`config.mk`:
```
export PLATFORM = sky130hd
export DESIGN_NAME = dns_response_a_record_parser_flat
export DESIGN_NICKNAME = d
export VERILOG_FILES = /design/src/hdl/dnsa_pkg.sv /design/src/hdl/dnsa_if.sv /design/src/hdl/dns_response_a_record_parser.sv /design/src/flat_wrapper.sv
export SDC_FILE = /design/constraint.sdc
export NUM_CORES = 1
export LEC_CHECK = 0
export ABC_AREA = 0
export BUFFER_PORTS_ARGS = -buffer_cell sky130_fd_sc_hd__buf_2
export CAP_MARGIN = 20
export CORE_ASPECT_RATIO = 1.75
export CORE_UTILIZATION = 40
export CTS_BUF_LIST = sky130_fd_sc_hd__clkbuf_8 sky130_fd_sc_hd__clkbuf_16
export DETAILED_ROUTE_END_ITERATION = 10
export GPL_TIMING_DRIVEN = 0
export MAX_ROUTING_LAYER = met4
export PLACE_DENSITY = 0.55
export SETUP_SLACK_MARGIN = 0.2
export SLEW_MARGIN = 20
export SYNTH_ARGS = -nofsm -noshare
export SYNTH_HDL_FRONTEND = slang
export SYNTH_SLANG_ARGS = --single-unit
```
`constraint.sdc`:
```
create_clock -name clk -period 10.17 [get_ports clk]
set_clock_uncertainty 0.15 [all_clocks]
set_input_delay 0.5085 -clock clk [delete_from_list [all_inputs] [get_ports clk]]
set_output_delay 0.5085 -clock clk [all_outputs]
set_load 0.02 [all_outputs]
```
`src/hdl/dnsa_pkg.sv`:
```
// dnsa_pkg: shared constants for the dns a-record response parser
// no dependencies; used by the interfaces, the parser and its checker
package dnsa_pkg;

  // configuration port
  localparam int unsigned CFG_ADDR_W = 3;
  localparam int unsigned CFG_DATA_W = 32;
  localparam logic        REG_QUERY_ID   = 1'b0;
  localparam logic        REG_LOCAL_PORT = 1'b1;
  localparam logic [15:0] QUERY_ID_RST   = 16'd0;
  localparam logic [15:0] LOCAL_PORT_RST = 16'd49152;

  // result codes
  typedef logic [1:0] outcome_t;
  localparam outcome_t OUT_FOUND     = 2'd0;
  localparam outcome_t OUT_IGNORED   = 2'd1;
  localparam outcome_t OUT_MALFORMED = 2'd2;
  localparam outcome_t OUT_NO_A      = 2'd3;

  // protocol constants
  localparam logic [15:0] SERVER_PORT  = 16'd53;
  localparam logic [7:0]  LABEL_MASK   = 8'hc0;
  localparam logic [7:0]  PTR_TAG      = 8'hc0;
  localparam logic [3:0]  HDR_ID_LO    = 4'd1;
  localparam logic [3:0]  HDR_FLAGS_LO = 4'd3;
  localparam logic [3:0]  HDR_QD_LO    = 4'd5;
  localparam logic [3:0]  HDR_AN_LO    = 4'd7;
  localparam logic [3:0]  HDR_LAST     = 4'd11;
  localparam logic [3:0]  Q_FIXED_LEN  = 4'd4;
  localparam logic [3:0]  FX_TYPE_HI   = 4'd0;
  localparam logic [3:0]  FX_TYPE_LO   = 4'd1;
  localparam logic [3:0]  FX_CLASS_HI  = 4'd2;
  localparam logic [3:0]  FX_CLASS_LO  = 4'd3;
  localparam logic [3:0]  FX_RDLEN_HI  = 4'd8;
  localparam logic [3:0]  FX_RDLEN_LO  = 4'd9;
  localparam logic [15:0] TYPE_A       = 16'd1;
  localparam logic [15:0] CLASS_IN     = 16'd1;
  localparam logic [15:0] A_RDLEN      = 16'd4;

endpackage

```
`src/hdl/dnsa_if.sv`:
```
// dnsa_if: valid/ready channels for payload bytes in and parse results out
// depends on dnsa_pkg
interface dnsa_in_if;
  logic        valid;
  logic        ready;
  logic [7:0]  payload_byte;
  logic        is_final_byte;
  logic [15:0] source_port;
  logic [15:0] destination_port;

  modport source (output valid, payload_byte, is_final_byte, source_port,
                  destination_port, input ready);
  modport sink (input valid, payload_byte, is_final_byte, source_port,
                destination_port, output ready);
endinterface

interface dnsa_out_if;
  import dnsa_pkg::*;
  logic        valid;
  logic        ready;
  outcome_t    outcome;
  logic [31:0] resolved_address;

  modport source (output valid, outcome, resolved_address, input ready);
  modport sink (input valid, outcome, resolved_address, output ready);
endinterface

```
`src/hdl/dns_response_a_record_parser.sv`:
```
// dns_response_a_record_parser: byte-serial dns response parser, first ipv4 a record
// depends on dnsa_pkg and the dnsa_in_if / dnsa_out_if channels
// result: registered, valid in the cycle after the word carrying is_final_byte is taken
// throughput: one byte per cycle; input stalls only while a result is held and out ready is low
// reset: synchronous active-low rst_n clears parse state and result valid, and loads the config registers' reset values
module dns_response_a_record_parser (
  input  logic                           clk,
  input  logic                           rst_n,
  dnsa_in_if.sink                        in_chan,
  dnsa_out_if.source                     out_chan,
  input  logic                           psel,
  input  logic                           penable,
  input  logic                           pwrite,
  input  logic [dnsa_pkg::CFG_ADDR_W-1:0] paddr,
  input  logic [dnsa_pkg::CFG_DATA_W-1:0] pwdata,
  output logic [dnsa_pkg::CFG_DATA_W-1:0] prdata,
  output logic                           pready
);
  import dnsa_pkg::*;

  // parse phases
  localparam logic [2:0] PH_HEADER  = 3'd0;
  localparam logic [2:0] PH_NAME    = 3'd1;
  localparam logic [2:0] PH_LABEL   = 3'd2;
  localparam logic [2:0] PH_POINTER = 3'd3;
  localparam logic [2:0] PH_FIXED   = 3'd4;
  localparam logic [2:0] PH_ADDRESS = 3'd5;
  localparam logic [2:0] PH_SKIP    = 3'd6;
  localparam logic [2:0] PH_SETTLED = 3'd7;

  // config registers
  logic [15:0] query_id_r;
  logic [15:0] local_port_r;

  // parse state
  logic [2:0]  phase_r,      phase_nxt;
  logic [3:0]  hdr_pos_r,    hdr_pos_nxt;
  logic [15:0] hdr_shift_r,  hdr_shift_nxt;
  logic [15:0] q_left_r,     q_left_nxt;
  logic [15:0] a_left_r,     a_left_nxt;
  logic [5:0]  lbl_left_r,   lbl_left_nxt;
  logic [3:0]  fix_idx_r,    fix_idx_nxt;
  logic [15:0] rec_type_r,   rec_type_nxt;
  logic [15:0] rec_class_r,  rec_class_nxt;
  logic [15:0] rdata_left_r, rdata_left_nxt;
  logic [31:0] addr_acc_r,   addr_acc_nxt;
  outcome_t    settled_r,    settled_nxt;

  // result register
  logic        out_valid_r;
  outcome_t    out_outcome_r, out_outcome_nxt;
  logic [31:0] out_addr_r,    out_addr_nxt;

  logic        in_fire;
  logic        cfg_write;
  logic        ports_ok;
  logic [7:0]  b;
  logic [15:0] shift_v;
  logic [5:0]  lbl_dec;
  logic [15:0] q_dec;
  logic [15:0] a_dec;
  logic [15:0] rdata_dec;
  logic [15:0] rdata_full;
  logic [3:0]  fix_inc;

  // a new word may enter whenever the result register is free or draining
  assign in_chan.ready = !out_valid_r || out_chan.ready;
  assign in_fire       = in_chan.valid && in_chan.ready;

  assign out_chan.valid            = out_valid_r;
  assign out_chan.outcome          = out_outcome_r;
  assign out_chan.resolved_address = out_addr_r;

  // apb: zero wait states, register index in paddr[2]
  assign pready    = 1'b1;
  assign cfg_write = psel && penable && pwrite && pready;
  assign prdata    = (paddr[2] == REG_LOCAL_PORT) ? {16'd0, local_port_r}
                                                  : {16'd0, query_id_r};

  always_ff @(posedge clk) begin
    if (!rst_n) begin
      query_id_r   <= QUERY_ID_RST;
      local_port_r <= LOCAL_PORT_RST;
    end else if (cfg_write) begin
      if (paddr[2] == REG_LOCAL_PORT) begin
        local_port_r <= pwdata[15:0];
      end else begin
        query_id_r <= pwdata[15:0];
      end
    end
  end

  // byte-level helpers
  assign b          = in_chan.payload_byte;
  assign ports_ok   = (in_chan.source_port == SERVER_PORT) &&
                      (in_chan.destination_port == local_port_r);
  assign shift_v    = {hdr_shift_r[7:0], b};
  assign lbl_dec    = (lbl_left_r != 6'd0) ? lbl_left_r - 6'd1 : lbl_left_r;
  assign q_dec      = q_left_r - 16'd1;
  assign a_dec      = (a_left_r != 16'd0) ? a_left_r - 16'd1 : a_left_r;
  assign rdata_dec  = (rdata_left_r != 16'd0) ? rdata_left_r - 16'd1 : rdata_left_r;
  assign rdata_full = rdata_left_r | {8'd0, b};
  assign fix_inc    = fix_idx_r + 4'd1;

  // next parse state for the byte on the input
  always_comb begin
    phase_nxt      = phase_r;
    hdr_pos_nxt    = hdr_pos_r;
    hdr_shift_nxt  = hdr_shift_r;
    q_left_nxt     = q_left_r;
    a_left_nxt     = a_left_r;
    lbl_left_nxt   = lbl_left_r;
    fix_idx_nxt    = fix_idx_r;
    rec_type_nxt   = rec_type_r;
    rec_class_nxt  = rec_class_r;
    rdata_left_nxt = rdata_left_r;
    addr_acc_nxt   = addr_acc_r;
    settled_nxt    = settled_r;

    if (!ports_ok) begin
      // wrong ports on any byte override everything seen so far
      phase_nxt   = PH_SETTLED;
      settled_nxt = OUT_IGNORED;
    end else begin
      unique case (phase_r)
        PH_HEADER: begin
          hdr_shift_nxt = shift_v;
          if (hdr_pos_r == HDR_ID_LO && shift_v != query_id_r) begin
            phase_nxt   = PH_SETTLED;
            settled_nxt = OUT_IGNORED;
          end else if (hdr_pos_r == HDR_FLAGS_LO && !shift_v[15]) begin
            // not a response
            phase_nxt   = PH_SETTLED;
            settled_nxt = OUT_IGNORED;
          end else begin
            if (hdr_pos_r == HDR_QD_LO) q_left_nxt = shift_v;
            if (hdr_pos_r == HDR_AN_LO) a_left_nxt = shift_v;
            if (hdr_pos_r >= HDR_LAST) begin
              hdr_pos_nxt = 4'd0;
              if (q_left_r != 16'd0 || a_left_r != 16'd0) begin
                phase_nxt   = PH_NAME;
                fix_idx_nxt = 4'd0;
              end else begin
                phase_nxt   = PH_SETTLED;
                settled_nxt = OUT_NO_A;
              end
            end else begin
              hdr_pos_nxt = hdr_pos_r + 4'd1;
            end
          end
        end

        PH_NAME: begin
          if (b == 8'd0) begin
            phase_nxt   = PH_FIXED;
            fix_idx_nxt = 4'd0;
          end else if ((b & LABEL_MASK) == PTR_TAG) begin
            phase_nxt = PH_POINTER;
          end else if ((b & LABEL_MASK) != 8'd0) begin
            // reserved label types
            phase_nxt   = PH_SETTLED;
            settled_nxt = OUT_MALFORMED;
          end else begin
            lbl_left_nxt = b[5:0];
            phase_nxt    = PH_LABEL;
          end
        end

        PH_LABEL: begin
          lbl_left_nxt = lbl_dec;
          if (lbl_dec == 6'd0) phase_nxt = PH_NAME;
        end

        PH_POINTER: begin
          phase_nxt   = PH_FIXED;
          fix_idx_nxt = 4'd0;
        end

        PH_FIXED: begin
          if (q_left_r != 16'd0) begin
            // question: qtype and qclass skipped
            fix_idx_nxt = fix_inc;
            if (fix_inc >= Q_FIXED_LEN) begin
              q_left_nxt = q_dec;
              if (q_dec != 16'd0 || a_left_r != 16'd0) begin
                phase_nxt   = PH_NAME;
                fix_idx_nxt = 4'd0;
              end else begin
                phase_nxt   = PH_SETTLED;
                settled_nxt = OUT_NO_A;
              end
            end
          end else begin
            case (fix_idx_r)
              FX_TYPE_HI:  rec_type_nxt   = {b, 8'd0};
              FX_TYPE_LO:  rec_type_nxt   = rec_type_r | {8'd0, b};
              FX_CLASS_HI: rec_class_nxt  = {b, 8'd0};
              FX_CLASS_LO: rec_class_nxt  = rec_class_r | {8'd0, b};
              FX_RDLEN_HI: rdata_left_nxt = {b, 8'd0};
              FX_RDLEN_LO: rdata_left_nxt = rdata_full;
              default: ;
            endcase
            if (fix_idx_r < FX_RDLEN_LO) begin
              fix_idx_nxt = fix_inc;
            end else begin
              fix_idx_nxt = 4'd0;
              if (rec_type_r == TYPE_A && rec_class_r == CLASS_IN &&
                  rdata_left_nxt == A_RDLEN) begin
                addr_acc_nxt = 32'd0;
                phase_nxt    = PH_ADDRESS;
              end else if (rdata_left_nxt == 16'd0) begin
                a_left_nxt = a_dec;
                if (a_dec != 16'd0) begin
                  phase_nxt = PH_NAME;
                end else begin
                  phase_nxt   = PH_SETTLED;
                  settled_nxt = OUT_NO_A;
                end
              end else begin
                phase_nxt = PH_SKIP;
              end
            end
          end
        end

        PH_ADDRESS: begin
          addr_acc_nxt   = {addr_acc_r[23:0], b};
          rdata_left_nxt = rdata_dec;
          if (rdata_dec == 16'd0) begin
            phase_nxt   = PH_SETTLED;
            settled_nxt = OUT_FOUND;
          end
        end

        PH_SKIP: begin
          rdata_left_nxt = rdata_dec;
          if (rdata_dec == 16'd0) begin
            a_left_nxt = a_dec;
            if (a_dec != 16'd0) begin
              phase_nxt   = PH_NAME;
              fix_idx_nxt = 4'd0;
            end else begin
              phase_nxt   = PH_SETTLED;
              settled_nxt = OUT_NO_A;
            end
          end
        end

        PH_SETTLED: ;

        default: ;
      endcase
    end
  end

  // result for a datagram ending on this byte
  always_comb begin
    if (phase_nxt == PH_SETTLED) begin
      out_outcome_nxt = settled_nxt;
    end else if (phase_nxt == PH_HEADER) begin
      out_outcome_nxt = OUT_IGNORED;   // short header
    end else begin
      out_outcome_nxt = OUT_MALFORMED; // ended inside a question or answer
    end
    out_addr_nxt = (out_outcome_nxt == OUT_FOUND) ? addr_acc_nxt : 32'd0;
  end

  always_ff @(posedge clk) begin
    if (!rst_n || (in_fire && in_chan.is_final_byte)) begin
      // reset and end of datagram both return to the header phase
      phase_r      <= PH_HEADER;
      hdr_pos_r    <= 4'd0;
      hdr_shift_r  <= 16'd0;
      q_left_r     <= 16'd0;
      a_left_r     <= 16'd0;
      lbl_left_r   <= 6'd0;
      fix_idx_r    <= 4'd0;
      rec_type_r   <= 16'd0;
      rec_class_r  <= 16'd0;
      rdata_left_r <= 16'd0;
      addr_acc_r   <= 32'd0;
      settled_r    <= OUT_FOUND;
    end else if (in_fire) begin
      phase_r      <= phase_nxt;
      hdr_pos_r    <= hdr_pos_nxt;
      hdr_shift_r  <= hdr_shift_nxt;
      q_left_r     <= q_left_nxt;
      a_left_r     <= a_left_nxt;
      lbl_left_r   <= lbl_left_nxt;
      fix_idx_r    <= fix_idx_nxt;
      rec_type_r   <= rec_type_nxt;
      rec_class_r  <= rec_class_nxt;
      rdata_left_r <= rdata_left_nxt;
      addr_acc_r   <= addr_acc_nxt;
      settled_r    <= settled_nxt;
    end
  end

  // output register: loads on the final byte, clears when taken
  always_ff @(posedge clk) begin
    if (!rst_n) begin
      out_valid_r <= 1'b0;
    end else if (in_fire && in_chan.is_final_byte) begin
      out_valid_r <= 1'b1;
    end else if (out_chan.ready) begin
      out_valid_r <= 1'b0;
    end
  end

  always_ff @(posedge clk) begin
    if (in_fire && in_chan.is_final_byte) begin
      out_outcome_r <= out_outcome_nxt;
      out_addr_r    <= out_addr_nxt;
    end
  end

endmodule

```
`src/flat_wrapper.sv`:
```
// flat-port wrapper written by rule: the top's interface ports become plain ports
module dns_response_a_record_parser_flat import dnsa_pkg::*;
  (clk, rst_n, psel, penable, pwrite, paddr, pwdata, prdata, pready, in_chan_valid, in_chan_payload_byte, in_chan_is_final_byte, in_chan_source_port, in_chan_destination_port, in_chan_ready, out_chan_valid, out_chan_outcome, out_chan_resolved_address, out_chan_ready);
  dnsa_in_if in_chan_i ();
  dnsa_out_if out_chan_i ();
  input  logic clk;
  input  logic rst_n;
  input  logic psel;
  input  logic penable;
  input  logic pwrite;
  input  logic [dnsa_pkg::CFG_ADDR_W-1:0] paddr;
  input  logic [dnsa_pkg::CFG_DATA_W-1:0] pwdata;
  output logic [dnsa_pkg::CFG_DATA_W-1:0] prdata;
  output logic pready;
  input wire logic [$bits(in_chan_i.valid)-1:0] in_chan_valid;
  input wire logic [$bits(in_chan_i.payload_byte)-1:0] in_chan_payload_byte;
  input wire logic [$bits(in_chan_i.is_final_byte)-1:0] in_chan_is_final_byte;
  input wire logic [$bits(in_chan_i.source_port)-1:0] in_chan_source_port;
  input wire logic [$bits(in_chan_i.destination_port)-1:0] in_chan_destination_port;
  output wire logic [$bits(in_chan_i.ready)-1:0] in_chan_ready;
  output wire logic [$bits(out_chan_i.valid)-1:0] out_chan_valid;
  output wire logic [$bits(out_chan_i.outcome)-1:0] out_chan_outcome;
  output wire logic [$bits(out_chan_i.resolved_address)-1:0] out_chan_resolved_address;
  input wire logic [$bits(out_chan_i.ready)-1:0] out_chan_ready;
  assign in_chan_i.valid = in_chan_valid;
  assign in_chan_i.payload_byte = in_chan_payload_byte;
  assign in_chan_i.is_final_byte = in_chan_is_final_byte;
  assign in_chan_i.source_port = in_chan_source_port;
  assign in_chan_i.destination_port = in_chan_destination_port;
  assign in_chan_ready = in_chan_i.ready;
  assign out_chan_valid = out_chan_i.valid;
  assign out_chan_outcome = out_chan_i.outcome;
  assign out_chan_resolved_address = out_chan_i.resolved_address;
  assign out_chan_i.ready = out_chan_ready;
  dns_response_a_record_parser u_core (.clk(clk), .rst_n(rst_n), .in_chan(in_chan_i), .out_chan(out_chan_i), .psel(psel), .penable(penable), .pwrite(pwrite), .paddr(paddr), .pwdata(pwdata), .prdata(prdata), .pready(pready));
endmodule
```
==> summary.md <==
| Metric | Value |
|---|---|
| Vias in the first global route | 12000 |
| Syn avg cell area | 8.13 um^2 |
| Fillers | 3144 |
| DIE HEIGHT | 234 um |
| Mapped Area | 12300 um^2 |
| Critical path's slowest cell | nor4_1 |
| Multi-input logic area | 7120 um^2 |
| Share of the synthesized area in the top cell type | 0.280 |
| Max Freq | 0.201 GHz |
| Bufs and invs on worst path | 3 |
| Number of buffers added on ports | 113 |
| Final Hold Violating Endpoints | 0 |
| CP max FO | 10 |
| Routed length on met2 | 24200 um |
| Critical path's most frequent cell | nor4_1 |
| Register area share after synthesis | 0.363 |
| Die ar. | 31500 um^2 |
| Setup WS post-layout | 5190 ps |
| Run status | completed |
| Max Transition Viols Final | 0 |
| Sw Share | 0.256 |
| CP Data Arrival Time | 5160 ps |
| Wire length on met1 | 15700 um |
| Share of cells above drive strength 1 | 0.142 |
| I/O pins | 152 |
| Tcrit/Tclk final | 0.489 |
| Post-synth top area cell | dfxtp_1 |
| Slowest cell delay on critical path | 980 ps |
| ANT nets after route | 0 |
| Layout Cells excl Fill | 2068 |
| CTS tree | done |
| Final GP Congestion | 0.966 |
| Sequential power share | 0.463 |
| Cells after DPL | 2030 |
| WL met3 | 1770 um |
| Internal power | 1.35 mW |
| Synth cell types | 89 |
| Root cell of the clock tree | clkbuf_16 |
| Core box area | 30200 um^2 |
| Largest cells by area after synthesis | dfxtp_1, edfxtp_1, nand2_1 |
| Final wirelength | 44400 um |
| Drt drc | 0 |
| Cells after Synth | 1514 |
| Crit start category | flop |
| Worst slew pin tran | 1180 ps |
| Top sig layer | met4 |
| Post-CTS setup buffer count | 0 |
| Via count | 12200 |
| First-pass GRT wire length | 67800 um |
| Most frequent cells in the layout | dfxtp_1, nand2_1, nor2_1 |
| Wirelength per Cell | 21.5 um |
| Worst vdd ir | 0.000123 V |
| Delay-heaviest family, CP | simple AND/OR/NAND/NOR gates |
| Initial Util | 0.408 |
| # setup viols final | 0 |
| Worst Hold Class | input pin to flop |
| DRT iter0 DRCs | 740 |
| Max-Cap Viols | 0 |
| Setup TNS | 0 ps |
| R2R setup slack | 5190 ps |
| Post-synth ARST share | 0 |
| TritonCTS buffer count | 21 |
| Pin count of the biggest net entering global routing | 23 |
| Register area | 4460 um^2 |
| Routed vias/inst | 5.91 |
| CTS Hold Bufs | 0 |
| Post-synth EDFFs | 34 |
| Setup slack at placement | 5210 ps |
| Layout Nets | 1766 |
| Die X | 135 um |
| Crit-path cells | buf_2 -> nor4_1 -> buf_2 -> nand4_1 -> nor2_1 -> o221ai_1 -> nor4_1 -> a2111oi_0 -> o211ai_1 -> o211ai_4 -> buf_6 -> nor4_1 |
| Yosys warning count | 0 |
| CP endpoint kind | flop |
| Cts repair resizes | 0 |
| Minimum clock period | 4980 ps |
| Pwr Density | 129 nW/um^2 |
| Total grt overflow | 0 |
| Final core occ | 0.468 |
| Antenna violations before repair | 1 |
| Clock power share | 0.446 |
| # rows | 84 |
| Post-DP HPWL | 34000 um |
| LEAKAGE | 5.01 nW |
| Area grow syn2layout | 14.8% |
| Gate power share | 0.091 |
| Sw Pwr | 0.466 mW |
| Final Total Pwr | 1.82 mW |
| Total track usage | 0.291 |
| RSZ-0062 raised after global routing | false |
| Worst EP required | 10350 ps |
| Rel. slew slack | 0.207 |
| Longest Clk Path Bufs | 3 |
| Commonest non-fill, non-tap cell in the layout | dfxtp_1 |
| Synthesized flop and latch total | 206 |
| Ant. Diodes | 0 |
| First-pass DRT Iterations | 7 |
| Clock latency on the worst-skew pair | 540 ps |
| Crit path kind | flop to flop |
| Reg clk slew, reported paths | 60 ps |
| Synth Flop Type | dfxtp_1 |
| Clock sink count | 206 |
| H-tree levels | 1 |
Yosys cell counts (8+ instances only):
library cell / n
buf_4: 20
buf_2: 9
ha_1: 17
o211ai_1: 11
o21ai_0: 71
a22oi_1: 75
nand2_1: 169
a31oi_1: 12
a211oi_1: 14
nor3_1: 52
mux2_2: 19
xnor2_1: 21
inv_1: 27
a21oi_1: 112
buf_6: 10
nand4_1: 22
edfxtp_1: 34
o31ai_1: 12
or3_1: 10
nor4_1: 51
dfxtp_1: 172
clkbuf_1: 93
nand3_1: 39
nor4_2: 9
nand2b_1: 20
a21boi_0: 34
xor2_1: 16
nor2_1: 163
o22ai_1: 8
nand3b_1: 8
mux2i_1: 25
and2_1: 9
final timing paths:
| kind | start | end | cells after the start |
|---|---|---|---|
| worst max-delay path | u_core.a_left_r[2] | u_core.out_chan.resolved_address[10] | 12 |
| worst min-delay path | pwdata[6] | u_core.local_port_r[6] | 3 |
| worst max register to register | u_core.a_left_r[2] | u_core.out_chan.resolved_address[10] | 12 |
| worst min register to register | u_core.rec_type_r[0] | u_core.rec_type_r[0] | 2 |
layer usage:
metal,GRT usage,vias up
met5,-,-
met4,0.181,0
met3,0.0255,142
met2,0.561,411
met1,0.275,5823
li1,-,5836
metrics by stage:
stage | hold WS [ps] | area (um^2)
after detailed placement | 305 | 13400
after CTS | 69.3 | 14100
final | 85.8 | 14100
after global placement | 297 | 13400
after floorplan | 279 | 12400
after global routing | 75.9 | 14100
sequential cells by signal (all words and copies together), names as in the netlist:
register / cells
u_core.rec_class_r: 16
u_core.fix_idx_r: 4
u_core.addr_acc_r: 32
u_core.rec_type_r: 16
u_core.out_chan.valid: 1
u_core.out_chan.resolved_address: 32
u_core.query_id_r: 16
u_core.hdr_pos_r: 4
u_core.lbl_left_r: 6
u_core.out_chan.outcome: 2
u_core.local_port_r: 16
u_core.q_left_r: 16
u_core.phase_r: 3
u_core.a_left_r: 16
u_core.rdata_left_r: 16
u_core.hdr_shift_r: 8
u_core.settled_r: 2
power groups by stage:
stage                     registers (mW)  logic (mW)  clock network, mW
after floorplan                    0.869      0.0864                  0
after global placement             0.861       0.163                  0
after detailed placement           0.861       0.164                  0
after CTS                          0.842       0.164              0.823
after global routing               0.843       0.176              0.853
final                              0.842       0.165              0.811
area by class of cell:
| type | instances | area share |
|---|---|---|
| multi-input combinational | 1159 | 0.504 |
| sequential | 206 | 0.316 |
| buffer | 137 | 0.0479 |
| timing repair buffer | 114 | 0.0411 |
| clock buffer | 23 | 0.0392 |
| tap | 387 | 0.0343 |
| clock inverter | 15 | 0.0101 |
| inverter | 27 | 0.00718 |
worst register-to-register path: cells and delay by family, from the launching register on:
kind	cells	cell delay (ps)
AND/OR/NAND/NOR	5	2490
buffers and inverters	3	670
flip-flops	1	300
AO/OA/AOI/OAI	4	1150
cells by family (layout without fill, tap and decap cells):
family,count (synthesis),after routing,share of synthesized area
adders and majority gates,17,17,0.0173
muxes,45,45,0.0390
xor gates and xnor gates,37,37,0.0263
buffers and inverters,164,316,0.0632
AOI/OAI and AO/OA,429,429,0.236
and+or+nand+nor,614,614,0.255
other,2,17,0.000610
DFF,206,206,0.363
Power figures use the tool's default switching activity.
